### config.mk
export PLATFORM = sky130hd
export DESIGN_NAME = ellipse_in_rect_rasterizer_top
export DESIGN_NICKNAME = d
export VERILOG_FILES = /design/src/sv/eir_pkg.sv /design/src/sv/ellipse_in_rect_rasterizer_top.sv
export SDC_FILE = /design/constraint.sdc
export NUM_CORES = 2
export LEC_CHECK = 0
export ABC_AREA = 1
export BUFFER_PORTS_ARGS = -buffer_cell sky130_fd_sc_hd__buf_4
export CORE_MARGIN = 3
export CORE_UTILIZATION = 63
export CTS_CLUSTER_SIZE = 12
export DETAILED_ROUTE_END_ITERATION = 12
export PLACE_DENSITY_LB_ADDON = 0.12
export SLEW_MARGIN = 20
export SYNTH_ARGS = -nofsm -noshare
export SYNTH_HDL_FRONTEND = slang
export SYNTH_SLANG_ARGS = --single-unit
export TNS_END_PERCENT = 1
### constraint.sdc
create_clock -name clk -period 11.72 [get_ports clk]
set_clock_uncertainty 0.15 [all_clocks]
set_input_delay 0 -clock clk [delete_from_list [all_inputs] [get_ports clk]]
set_output_delay 0 -clock clk [all_outputs]
set_load 0.02 [all_outputs]
### src/sv/eir_pkg.sv
// Shared types and constants for the ellipse-in-rectangle rasterizer.
// No dependencies; imported by ellipse_in_rect_rasterizer_top.
`timescale 1ns / 1ps
`default_nettype none

package eir_pkg;

    // Results per rectangle are capped here
    localparam int RESULT_CAP = 64;
    localparam int CNT_W      = 7;

    // Configuration port
    localparam int CFG_ADDR_W = 3;
    localparam int CFG_DATA_W = 32;
    localparam int SCREEN_W   = 12;

    localparam logic [SCREEN_W-1:0] SCREEN_WIDTH_RST  = 12'd640;
    localparam logic [SCREEN_W-1:0] SCREEN_HEIGHT_RST = 12'd480;

    // Register index, taken from paddr[2]
    localparam logic REG_SCREEN_WIDTH  = 1'b0;
    localparam logic REG_SCREEN_HEIGHT = 1'b1;

    typedef enum logic [7:0] {
        S_IDLE  = 8'b0000_0001,
        S_SQA   = 8'b0000_0010,
        S_SQB   = 8'b0000_0100,
        S_DX    = 8'b0000_1000,
        S_SETUP = 8'b0001_0000,
        S_MAIN  = 8'b0010_0000,
        S_TAIL  = 8'b0100_0000,
        S_OVER  = 8'b1000_0000
    } state_t;

endpackage

`default_nettype wire

### src/sv/ellipse_in_rect_rasterizer_top.sv
// Sequencing: a rectangle is accepted in IDLE; setup then runs SQA (a*a), SQB (b*b),
// DX ((1-a)*b*b), all on one shared multiplier, then SETUP (term setup). Results are then
// loaded from MAIN and TAIL, one result per cycle while out_stall is low.
// A rectangle gives N results (N <= 64); an oversized rectangle goes from SQA to OVER
// and gives a single result. in_stall stays high until the last result is loaded.
// Reset: rst_n asynchronous, active low; sequencer idles, screen size 640 x 480.
// Depends on eir_pkg.
`timescale 1ns / 1ps
`default_nettype none

module ellipse_in_rect_rasterizer_top #(
    parameter int MAX_SPAN   = 60,
    parameter int COORD_BITS = 12
) (
    input  logic                              clk,
    input  logic                              rst_n,

    input  logic                              in_valid,
    output logic                              in_stall,
    input  logic signed [COORD_BITS-1:0]      corner_ax,
    input  logic signed [COORD_BITS-1:0]      corner_ay,
    input  logic signed [COORD_BITS-1:0]      corner_bx,
    input  logic signed [COORD_BITS-1:0]      corner_by,

    output logic                              out_valid,
    input  logic                              out_stall,
    output logic signed [COORD_BITS:0]        p0_x,
    output logic signed [COORD_BITS:0]        p0_y,
    output logic signed [COORD_BITS:0]        p1_x,
    output logic signed [COORD_BITS:0]        p1_y,
    output logic signed [COORD_BITS:0]        p2_x,
    output logic signed [COORD_BITS:0]        p2_y,
    output logic signed [COORD_BITS:0]        p3_x,
    output logic signed [COORD_BITS:0]        p3_y,
    output logic [3:0]                        inside_mask,
    output logic                              last_of_shape,

    input  logic                              psel,
    input  logic                              penable,
    input  logic                              pwrite,
    input  logic [eir_pkg::CFG_ADDR_W-1:0]    paddr,
    input  logic [eir_pkg::CFG_DATA_W-1:0]    pwdata,
    output logic [eir_pkg::CFG_DATA_W-1:0]    prdata,
    output logic                              pready
);
    import eir_pkg::*;

    localparam int PW     = COORD_BITS + 1;
    localparam int SPAN_W = $clog2(MAX_SPAN + 1);
    localparam int SQ_W   = 2 * SPAN_W;
    localparam int MX_W   = SPAN_W + 1;
    localparam int MY_W   = SQ_W + 1;
    localparam int PROD_W = MX_W + MY_W;
    localparam int TERM_W = 3 * SPAN_W + 12;
    localparam int ZW     = (COORD_BITS > SCREEN_W) ? COORD_BITS : SCREEN_W;

    // ---------------- configuration ----------------
    logic [SCREEN_W-1:0] screen_width_reg;
    logic [SCREEN_W-1:0] screen_height_reg;
    logic                cfg_write;

    assign pready    = 1'b1;
    assign cfg_write = psel && penable && pwrite && pready;

    always_ff @(posedge clk or negedge rst_n)
    begin
        if (!rst_n)
        begin
            screen_width_reg  <= SCREEN_WIDTH_RST;
            screen_height_reg <= SCREEN_HEIGHT_RST;
        end
        else if (cfg_write)
        begin
            unique case (paddr[2])
                REG_SCREEN_WIDTH:  screen_width_reg  <= pwdata[SCREEN_W-1:0];
                REG_SCREEN_HEIGHT: screen_height_reg <= pwdata[SCREEN_W-1:0];
                default:           screen_width_reg  <= screen_width_reg;
            endcase
        end
    end

    always_comb
    begin
        unique case (paddr[2])
            REG_SCREEN_WIDTH:  prdata = {{(CFG_DATA_W-SCREEN_W){1'b0}}, screen_width_reg};
            REG_SCREEN_HEIGHT: prdata = {{(CFG_DATA_W-SCREEN_W){1'b0}}, screen_height_reg};
            default:           prdata = '0;
        endcase
    end

    // ---------------- registers ----------------
    state_t                     state_reg, state_next;
    logic [CNT_W-1:0]           n_reg;
    logic                       over_reg;
    logic [SPAN_W-1:0]          a_reg, b_reg;
    logic signed [COORD_BITS-1:0] minx_reg, miny_reg;
    logic [SQ_W-1:0]            aa_reg, bb_reg;
    logic signed [PROD_W-1:0]   dxm_reg;
    logic signed [PW-1:0]       lx_reg, rx_reg, ly_reg, uy_reg;
    logic signed [TERM_W-1:0]   err_reg, dx_reg, dy_reg, xinc_reg, yinc_reg;

    logic                       out_valid_reg, out_valid_next;
    logic signed [PW-1:0]       px_reg [4];
    logic signed [PW-1:0]       py_reg [4];
    logic [3:0]                 mask_reg;
    logic                       last_reg;

    logic                       slot_free;
    logic                       load;

    assign slot_free = !out_valid_reg || !out_stall;
    assign in_stall  = (state_reg != S_IDLE);

    // ---------------- input decode ----------------
    logic signed [PW-1:0]         ax_e, ay_e, bx_e, by_e, dxa, dyb;
    logic [COORD_BITS-1:0]        a_full, b_full;
    logic                         oversize;
    logic signed [COORD_BITS-1:0] minx, miny;

    always_comb
    begin
        ax_e     = corner_ax;
        ay_e     = corner_ay;
        bx_e     = corner_bx;
        by_e     = corner_by;
        dxa      = bx_e - ax_e;
        dyb      = by_e - ay_e;
        a_full   = dxa[PW-1] ? COORD_BITS'(-dxa) : dxa[COORD_BITS-1:0];
        b_full   = dyb[PW-1] ? COORD_BITS'(-dyb) : dyb[COORD_BITS-1:0];
        oversize = (a_full > COORD_BITS'(MAX_SPAN)) || (b_full > COORD_BITS'(MAX_SPAN));
        minx     = (corner_ax < corner_bx) ? corner_ax : corner_bx;
        miny     = (corner_ay < corner_by) ? corner_ay : corner_by;
    end

    // ---------------- shared multiplier ----------------
    logic signed [MX_W-1:0]   mul_x;
    logic signed [MY_W-1:0]   mul_y;
    logic signed [PROD_W-1:0] prod;

    always_comb
    begin
        mul_x = '0;
        mul_y = '0;
        unique case (state_reg)
            S_SQA:
            begin
                mul_x = {1'b0, a_reg};
                mul_y = {{(MY_W-SPAN_W){1'b0}}, a_reg};
            end
            S_SQB:
            begin
                mul_x = {1'b0, b_reg};
                mul_y = {{(MY_W-SPAN_W){1'b0}}, b_reg};
            end
            S_DX:
            begin
                mul_x = MX_W'(1) - {1'b0, a_reg};
                mul_y = {1'b0, bb_reg};
            end
            default:
            begin
                mul_x = '0;
                mul_y = '0;
            end
        endcase
        prod = mul_x * mul_y;
    end

    // ---------------- term setup ----------------
    logic                     c_bit;
    logic signed [TERM_W-1:0] aa_t, bb_t, dx_init, dy_init, err_init;
    logic signed [PW-1:0]     a_p, hb_p, ly_init;
    logic [SPAN_W:0]          b_plus;

    always_comb
    begin
        c_bit    = b_reg[0];
        aa_t     = TERM_W'(aa_reg);
        bb_t     = TERM_W'(bb_reg);
        dx_init  = TERM_W'(dxm_reg) <<< 2;
        dy_init  = c_bit ? (aa_t <<< 3) : (aa_t <<< 2);
        err_init = dx_init + dy_init + (c_bit ? aa_t : TERM_W'(0));
        a_p      = PW'(a_reg);
        b_plus   = {1'b0, b_reg} + (SPAN_W+1)'(1);
        hb_p     = PW'(b_plus[SPAN_W:1]);
        ly_init  = PW'(miny_reg) + hb_p;
    end

    // ---------------- loop step ----------------
    logic signed [TERM_W:0]   e2, dx_w, dy_w;
    logic                     xstep, ystep;
    logic signed [TERM_W-1:0] dx_n, dy_n, err_a, err_n;
    logic signed [PW-1:0]     lx_n, rx_n, ly_n, uy_n, ly_t, uy_t;
    logic signed [PW:0]       gap_m, gap_t, b_s;
    logic [CNT_W-1:0]         n_inc;
    logic                     under_cap, cont_main, cont_tail_m, cont_t;

    always_comb
    begin
        e2    = {err_reg, 1'b0};
        dx_w  = dx_reg;
        dy_w  = dy_reg;
        xstep = (e2 >= dx_w);
        ystep = (e2 <= dy_w);
        dx_n  = xstep ? dx_reg + xinc_reg : dx_reg;
        err_a = xstep ? err_reg + dx_n : err_reg;
        dy_n  = ystep ? dy_reg + yinc_reg : dy_reg;
        err_n = ystep ? err_a + dy_n : err_a;
        lx_n  = xstep ? lx_reg + PW'(1) : lx_reg;
        rx_n  = xstep ? rx_reg - PW'(1) : rx_reg;
        ly_n  = ystep ? ly_reg + PW'(1) : ly_reg;
        uy_n  = ystep ? uy_reg - PW'(1) : uy_reg;
        ly_t  = ly_reg + PW'(1);
        uy_t  = uy_reg - PW'(1);
        b_s   = (PW+1)'(b_reg);
        gap_m = ly_n - uy_n;
        gap_t = ly_t - uy_t;
        n_inc = n_reg + CNT_W'(1);
        under_cap   = (n_inc < CNT_W'(RESULT_CAP));
        cont_main   = (lx_n <= rx_n) && under_cap;
        cont_tail_m = (gap_m < b_s) && under_cap;
        cont_t      = (gap_t < b_s) && under_cap;
    end

    // ---------------- result assembly ----------------
    logic signed [PW-1:0] px [4];
    logic signed [PW-1:0] py [4];
    logic [3:0]           mask_next;
    logic                 last_next;
    logic signed [PW-1:0] lxm1, rxp1;

    always_comb
    begin
        lxm1 = lx_reg - PW'(1);
        rxp1 = rx_reg + PW'(1);
        py[0] = ly_reg;
        py[1] = ly_reg;
        py[2] = uy_reg;
        py[3] = uy_reg;
        if (state_reg == S_TAIL)
        begin
            px[0] = lxm1;
            px[1] = rxp1;
            px[2] = lxm1;
            px[3] = rxp1;
        end
        else
        begin
            px[0] = rx_reg;
            px[1] = lx_reg;
            px[2] = lx_reg;
            px[3] = rx_reg;
        end
        for (int i = 0; i < 4; i++)
        begin
            mask_next[i] = !px[i][PW-1] && !py[i][PW-1]
                && (ZW'(px[i][PW-2:0]) < ZW'(screen_width_reg))
                && (ZW'(py[i][PW-2:0]) < ZW'(screen_height_reg));
        end
        if (state_reg == S_OVER)
        begin
            for (int i = 0; i < 4; i++)
            begin
                px[i] = '0;
                py[i] = '0;
            end
            mask_next = '0;
        end
        unique case (state_reg)
            S_MAIN:  last_next = !cont_main && !cont_tail_m;
            S_TAIL:  last_next = !cont_t;
            S_OVER:  last_next = 1'b1;
            default: last_next = 1'b0;
        endcase
    end

    assign load = slot_free
        && (state_reg == S_MAIN || state_reg == S_TAIL || state_reg == S_OVER);

    // ---------------- sequencer ----------------
    always_comb
    begin
        state_next = state_reg;
        unique case (state_reg)
            S_IDLE:  if (in_valid) state_next = S_SQA;
            S_SQA:   state_next = over_reg ? S_OVER : S_SQB;
            S_SQB:   state_next = S_DX;
            S_DX:    state_next = S_SETUP;
            S_SETUP: state_next = S_MAIN;
            S_MAIN:
            begin
                if (slot_free)
                begin
                    priority if (cont_main)   state_next = S_MAIN;
                    else if (cont_tail_m)     state_next = S_TAIL;
                    else                      state_next = S_IDLE;
                end
            end
            S_TAIL:  if (slot_free) state_next = cont_t ? S_TAIL : S_IDLE;
            S_OVER:  if (slot_free) state_next = S_IDLE;
            default: state_next = S_IDLE;
        endcase
    end

    always_comb
    begin
        if (load)
            out_valid_next = 1'b1;
        else if (out_stall)
            out_valid_next = out_valid_reg;
        else
            out_valid_next = 1'b0;
    end

    always_ff @(posedge clk or negedge rst_n)
    begin
        if (!rst_n)
        begin
            state_reg     <= S_IDLE;
            out_valid_reg <= 1'b0;
            n_reg         <= '0;
        end
        else
        begin
            state_reg     <= state_next;
            out_valid_reg <= out_valid_next;
            if (state_reg == S_SETUP)
                n_reg <= '0;
            else if (load && state_reg != S_OVER)
                n_reg <= n_inc;
        end
    end

    // datapath, no reset
    always_ff @(posedge clk)
    begin
        unique case (state_reg)
            S_IDLE:
            begin
                if (in_valid)
                begin
                    a_reg    <= a_full[SPAN_W-1:0];
                    b_reg    <= b_full[SPAN_W-1:0];
                    over_reg <= oversize;
                    minx_reg <= minx;
                    miny_reg <= miny;
                end
            end
            S_SQA: aa_reg  <= prod[SQ_W-1:0];
            S_SQB: bb_reg  <= prod[SQ_W-1:0];
            S_DX:  dxm_reg <= prod;
            S_SETUP:
            begin
                dx_reg   <= dx_init;
                dy_reg   <= dy_init;
                err_reg  <= err_init;
                xinc_reg <= bb_t <<< 3;
                yinc_reg <= aa_t <<< 3;
                lx_reg   <= PW'(minx_reg);
                rx_reg   <= PW'(minx_reg) + a_p;
                ly_reg   <= ly_init;
                uy_reg   <= ly_init - PW'(c_bit);
            end
            S_MAIN:
            begin
                if (slot_free)
                begin
                    dx_reg  <= dx_n;
                    dy_reg  <= dy_n;
                    err_reg <= err_n;
                    lx_reg  <= lx_n;
                    rx_reg  <= rx_n;
                    ly_reg  <= ly_n;
                    uy_reg  <= uy_n;
                end
            end
            S_TAIL:
            begin
                if (slot_free)
                begin
                    ly_reg <= ly_t;
                    uy_reg <= uy_t;
                end
            end
            default:
            begin
                over_reg <= over_reg;
            end
        endcase

        if (load)
        begin
            for (int i = 0; i < 4; i++)
            begin
                px_reg[i] <= px[i];
                py_reg[i] <= py[i];
            end
            mask_reg <= mask_next;
            last_reg <= last_next;
        end
    end

    assign out_valid     = out_valid_reg;
    assign p0_x          = px_reg[0];
    assign p0_y          = py_reg[0];
    assign p1_x          = px_reg[1];
    assign p1_y          = py_reg[1];
    assign p2_x          = px_reg[2];
    assign p2_y          = py_reg[2];
    assign p3_x          = px_reg[3];
    assign p3_y          = py_reg[3];
    assign inside_mask   = mask_reg;
    assign last_of_shape = last_reg;

    // ---------------- assertions ----------------
    assert property (@(posedge clk) disable iff (!rst_n)
        n_reg <= CNT_W'(RESULT_CAP))
        else $error("result count passed the cap");

    assert property (@(posedge clk) disable iff (!rst_n)
        (load && last_next) |=> (state_reg == S_IDLE))
        else $error("sequencer did not return to idle after last result");

    assert property (@(posedge clk) disable iff (!rst_n)
        (state_reg == S_MAIN) |-> (lx_reg <= rx_reg))
        else $error("main pass with left edge past right edge");

    assert property (@(posedge clk) disable iff (!rst_n)
        (state_reg == S_OVER) |-> over_reg)
        else $error("oversize pass for a rectangle within span");

endmodule

`default_nettype wire

==> summary.md <==
| Metric | Value |
|---|---|
| Status | `completed` |
| Synth cell types | `67` |
| Final wirelength | `88,900 um` |
| Non-Filler Instances | `5,069` |
| Part of the power in combinational logic | `33.4%` |
| WHS Path Cells | `7` |
| Area Overhead vs Synth | `12.00%` |
| Dpl ws | `3.897 ns` |
| Htree depth | `2` |
| Worst Hold Class | `input port to register` |
| Post-DP HPWL | `67,770 um` |
| Unrepaired setup endpoints after global routing | `false` |
| Hold_ws | `0.06376 ns` |
| Die W | `234.0 um` |
| CTS tree | `done` |
| Global-route wire length before repair | `140,600 um` |
| DRC Markers | `0` |
| Design Area, Final | `0.03667 sq mm` |
| Clock Path Buffers | `3` |
| I/O Buffers | `190` |
| Sequential-to-total area share from yosys stat | `32.99%` |
| Core ar. | `0.05079 sq mm` |
| Setup slack after layout | `3.718 ns` |
| Critical path's most frequent cell | `nand2_1` |
| Power Density | `126.4 mW/mm^2` |
| Final TNS setup | `0 ns` |
| Congestion Overflow GR | `0` |
| Arrival time worst endpoint | `8.17 ns` |
| CP max FO | `61` |
| TritonCTS buffer count | `42` |
| CP Capture Type | `register` |
| Final setup viols | `0` |
| Max reg flops | `52` |
| Fillers | `4,079` |
| Max cap viols | `0` |
| Tot Pwr | `4.636 mW` |
| Worst r2r src | `dx_reg[22]` |
| Largest net degree at the start of global routing | `84` |
| Layout Nets | `4,890` |
| Die Y | `234.0 um` |
| Row count | `82` |
| Antenna-violating nets left | `0` |
| Pint | `3.010 mW` |
| WP data required | `11.89 ns` |
| Share of total power in the clock network | `29.6%` |
| Placed inst area | `0.03458 sq mm` |
| CP max stage cell | `buf_4` |
| Antenna diodes | `0` |
| Starting density of the core | `64.46%` |
| Beginning of the worst hold path | `corner_ax[10]` |
| Main synth FF type | `edfxtp_1` |
| Total track usage | `32.19%` |
| Syn Area/Cell | `7.870 sq um` |
| DR vias | `29,060` |
| Initial antenna violation count | `0` |
| Vias in the first global route | `27,160` |
| Synth Warn # | `0` |
| Reg-to-reg endpoint | `err_reg[27]` |
| Sequential group share of total power | `37.1%` |
| Max_slew headroom | `33.20%` |
| Avg WL per Cell | `17.54 um` |
| WHS Endpoint | `over_reg` |
| # Post-CTS Setup Buffers | `0` |
| Post-synthesis register bit count | `366` |
| R2r worst-path depth | `39` |
| Skew-Pair Late Insertion Delay | `0.58 ns` |
| Share of cells above drive strength 1 | `7.801%` |
| CTS root buffer | `clkbuf_16` |
| Fmax | `125.0 MHz` |
| Largest stage delay, worst path | `0.54 ns` |
| Reg2reg setup slack | `3.72 ns` |
| CTS sink cnt | `366` |
| Gate Count Post-Synth | `4,160` |
| Peak VDD IR | `102.9 uV` |
| Initial DRC count | `2,524` |
| Worst-Margin Slew | `0.9996 ns` |
| Crit path launch type | `register` |
| Period utilisation layout | `68.28%` |
| Final core utilization | `72.20%` |
| CTS resizes | `0` |
| Sw frac | `35.07%` |
| P_leak | `17.95 nW` |
| Final Hold Fails | `0` |
| NetSw | `1.626 mW` |
| Num ports | `234` |
| Hold buffers post-CTS | `67` |
| First-pass iteration count of the detailed router | `6` |
| Post-synth EDFFs | `326` |
| Vias per cell | `5.733` |
| Clock slew at reported path FFs | `0.06 ns` |
| Max-slew violations | `0` |
| GP Congestion | `0.9462` |
| Mapped Area | `0.03274 sq mm` |
| Crit path time final | `8.002 ns` |
| Dpl cells | `4,925` |
| Crit Path Category | `register to register` |
| Asr flop ratio synth | `10.93%` |
| Die Area | `0.05473 sq mm` |
worst max-delay path by stage:
stage | endpoint | from | slack [ns]
after floorplan | dx_reg[10] | state_reg[2] | 1.78
after global placement | err_reg[27] | err_reg[13] | 3.92
after detailed placement | err_reg[27] | dx_reg[22] | 3.90
after CTS | err_reg[27] | dx_reg[22] | 3.85
after global routing | err_reg[27] | dx_reg[22] | 3.03
final | err_reg[27] | dx_reg[22] | 3.72
power groups by stage:
stage | clock network [mW] | registers (mW) | logic [mW]
after global placement | 0 | 1.73 | 1.45
after detailed placement | 0 | 1.74 | 1.48
after global routing | 1.43 | 1.73 | 1.73
after CTS | 1.38 | 1.71 | 1.52
after floorplan | 0 | 1.73 | 1.06
final | 1.37 | 1.72 | 1.55
cells in the mapped netlist (4+ instances only):
cell type | n | area share [%]
a211oi_1 | 9 | 0.21
a21o_1 | 12 | 0.28
a21oi_1 | 274 | 4.2
a31oi_1 | 14 | 0.27
buf_1 | 12 | 0.14
buf_2 | 5 | 0.076
buf_4 | 48 | 1.1
clkbuf_1 | 70 | 0.80
clkinv_1 | 4 | 0.046
dfrtp_1 | 33 | 2.5
dfstp_2 | 7 | 0.56
edfxtp_1 | 326 | 30
fa_1 | 71 | 4.3
ha_1 | 365 | 14
inv_1 | 687 | 7.9
inv_2 | 5 | 0.057
nand2_1 | 865 | 9.9
nand2_2 | 8 | 0.15
nand3_1 | 146 | 2.2
nand3b_1 | 8 | 0.18
nand4_1 | 45 | 0.86
nor2_1 | 326 | 3.7
nor2_2 | 4 | 0.076
nor3_1 | 88 | 1.3
nor3_2 | 5 | 0.15
nor4_1 | 23 | 0.44
o2111ai_1 | 4 | 0.11
o211ai_1 | 11 | 0.25
o21a_1 | 6 | 0.14
o21ai_0 | 312 | 4.8
o21ai_1 | 29 | 0.44
o21bai_1 | 15 | 0.34
o221ai_1 | 36 | 0.96
o22ai_1 | 10 | 0.19
or2_2 | 16 | 0.31
xnor2_1 | 45 | 1.2
xor2_1 | 165 | 4.4
cells in the final DEF (no fill, tap or decap), types with 15 or more instances in the layout:
| cell | Yosys | layout |
|---|---|---|
| o21ai_0 | 312 | 311 |
| o21ai_1 | 29 | 29 |
| edfxtp_1 | 326 | 326 |
| xnor2_1 | 45 | 45 |
| conb_1 | 2 | 21 |
| nand4_1 | 45 | 45 |
| nand3_1 | 146 | 146 |
| clkbuf_16 | 0 | 43 |
| nor3_1 | 88 | 88 |
| o221ai_1 | 36 | 36 |
| inv_1 | 687 | 686 |
| nor2_1 | 326 | 325 |
| buf_4 | 48 | 210 |
| ha_1 | 365 | 365 |
| fa_1 | 71 | 71 |
| or2_2 | 16 | 16 |
| xor2_1 | 165 | 165 |
| o21bai_1 | 15 | 15 |
| dlygate4sd3_1 | 0 | 66 |
| nor4_1 | 23 | 20 |
| a21oi_1 | 274 | 274 |
| dfrtp_1 | 33 | 33 |
| nand2_1 | 865 | 865 |
logic make-up after synthesis:
kind of cell / Yosys count / share of synthesized area (%)
fa+ha+maj: 436 / 18.29
buf+inv: 832 / 10.11
other cells: 2 / 0.02294
simple gates: 1548 / 19.85
mux: 2 / 0.06115
flops: 366 / 32.99
xor+xnor: 210 / 5.618
compound gates: 764 / 13.06
worst max-delay path: cells and delay by family, from the launching register on:
family / cells / cell delay [ns]
AO/OA/AOI/OAI: 11 / 2.31
flip-flops: 1 / 0.43
buffers and inverters: 6 / 1.29
XOR/XNOR: 1 / 0.12
AND/OR/NAND/NOR: 18 / 2.39
adder cells (fa/ha/maj): 3 / 1.03
metal layers:
metal | GRT usage [%] | share of wire, %
met2 | 51.37 | 45
met5 | 0 | 0
met1 | 45.31 | 43
met4 | 8.875 | 2.7
met3 | 5.879 | 9.2
layout make-up:
class	instances	area, sq um	share of cell area, %
multi-input combinational	2981	18750	51.13
sequential	366	10800	29.45
inverter	696	2614	7.129
timing repair buffer	277	2257	6.156
clock buffer	59	1166	3.180
tap	672	840.8	2.293
clock inverter	18	242.7	0.6620
(Power assumes the default switching activity.)
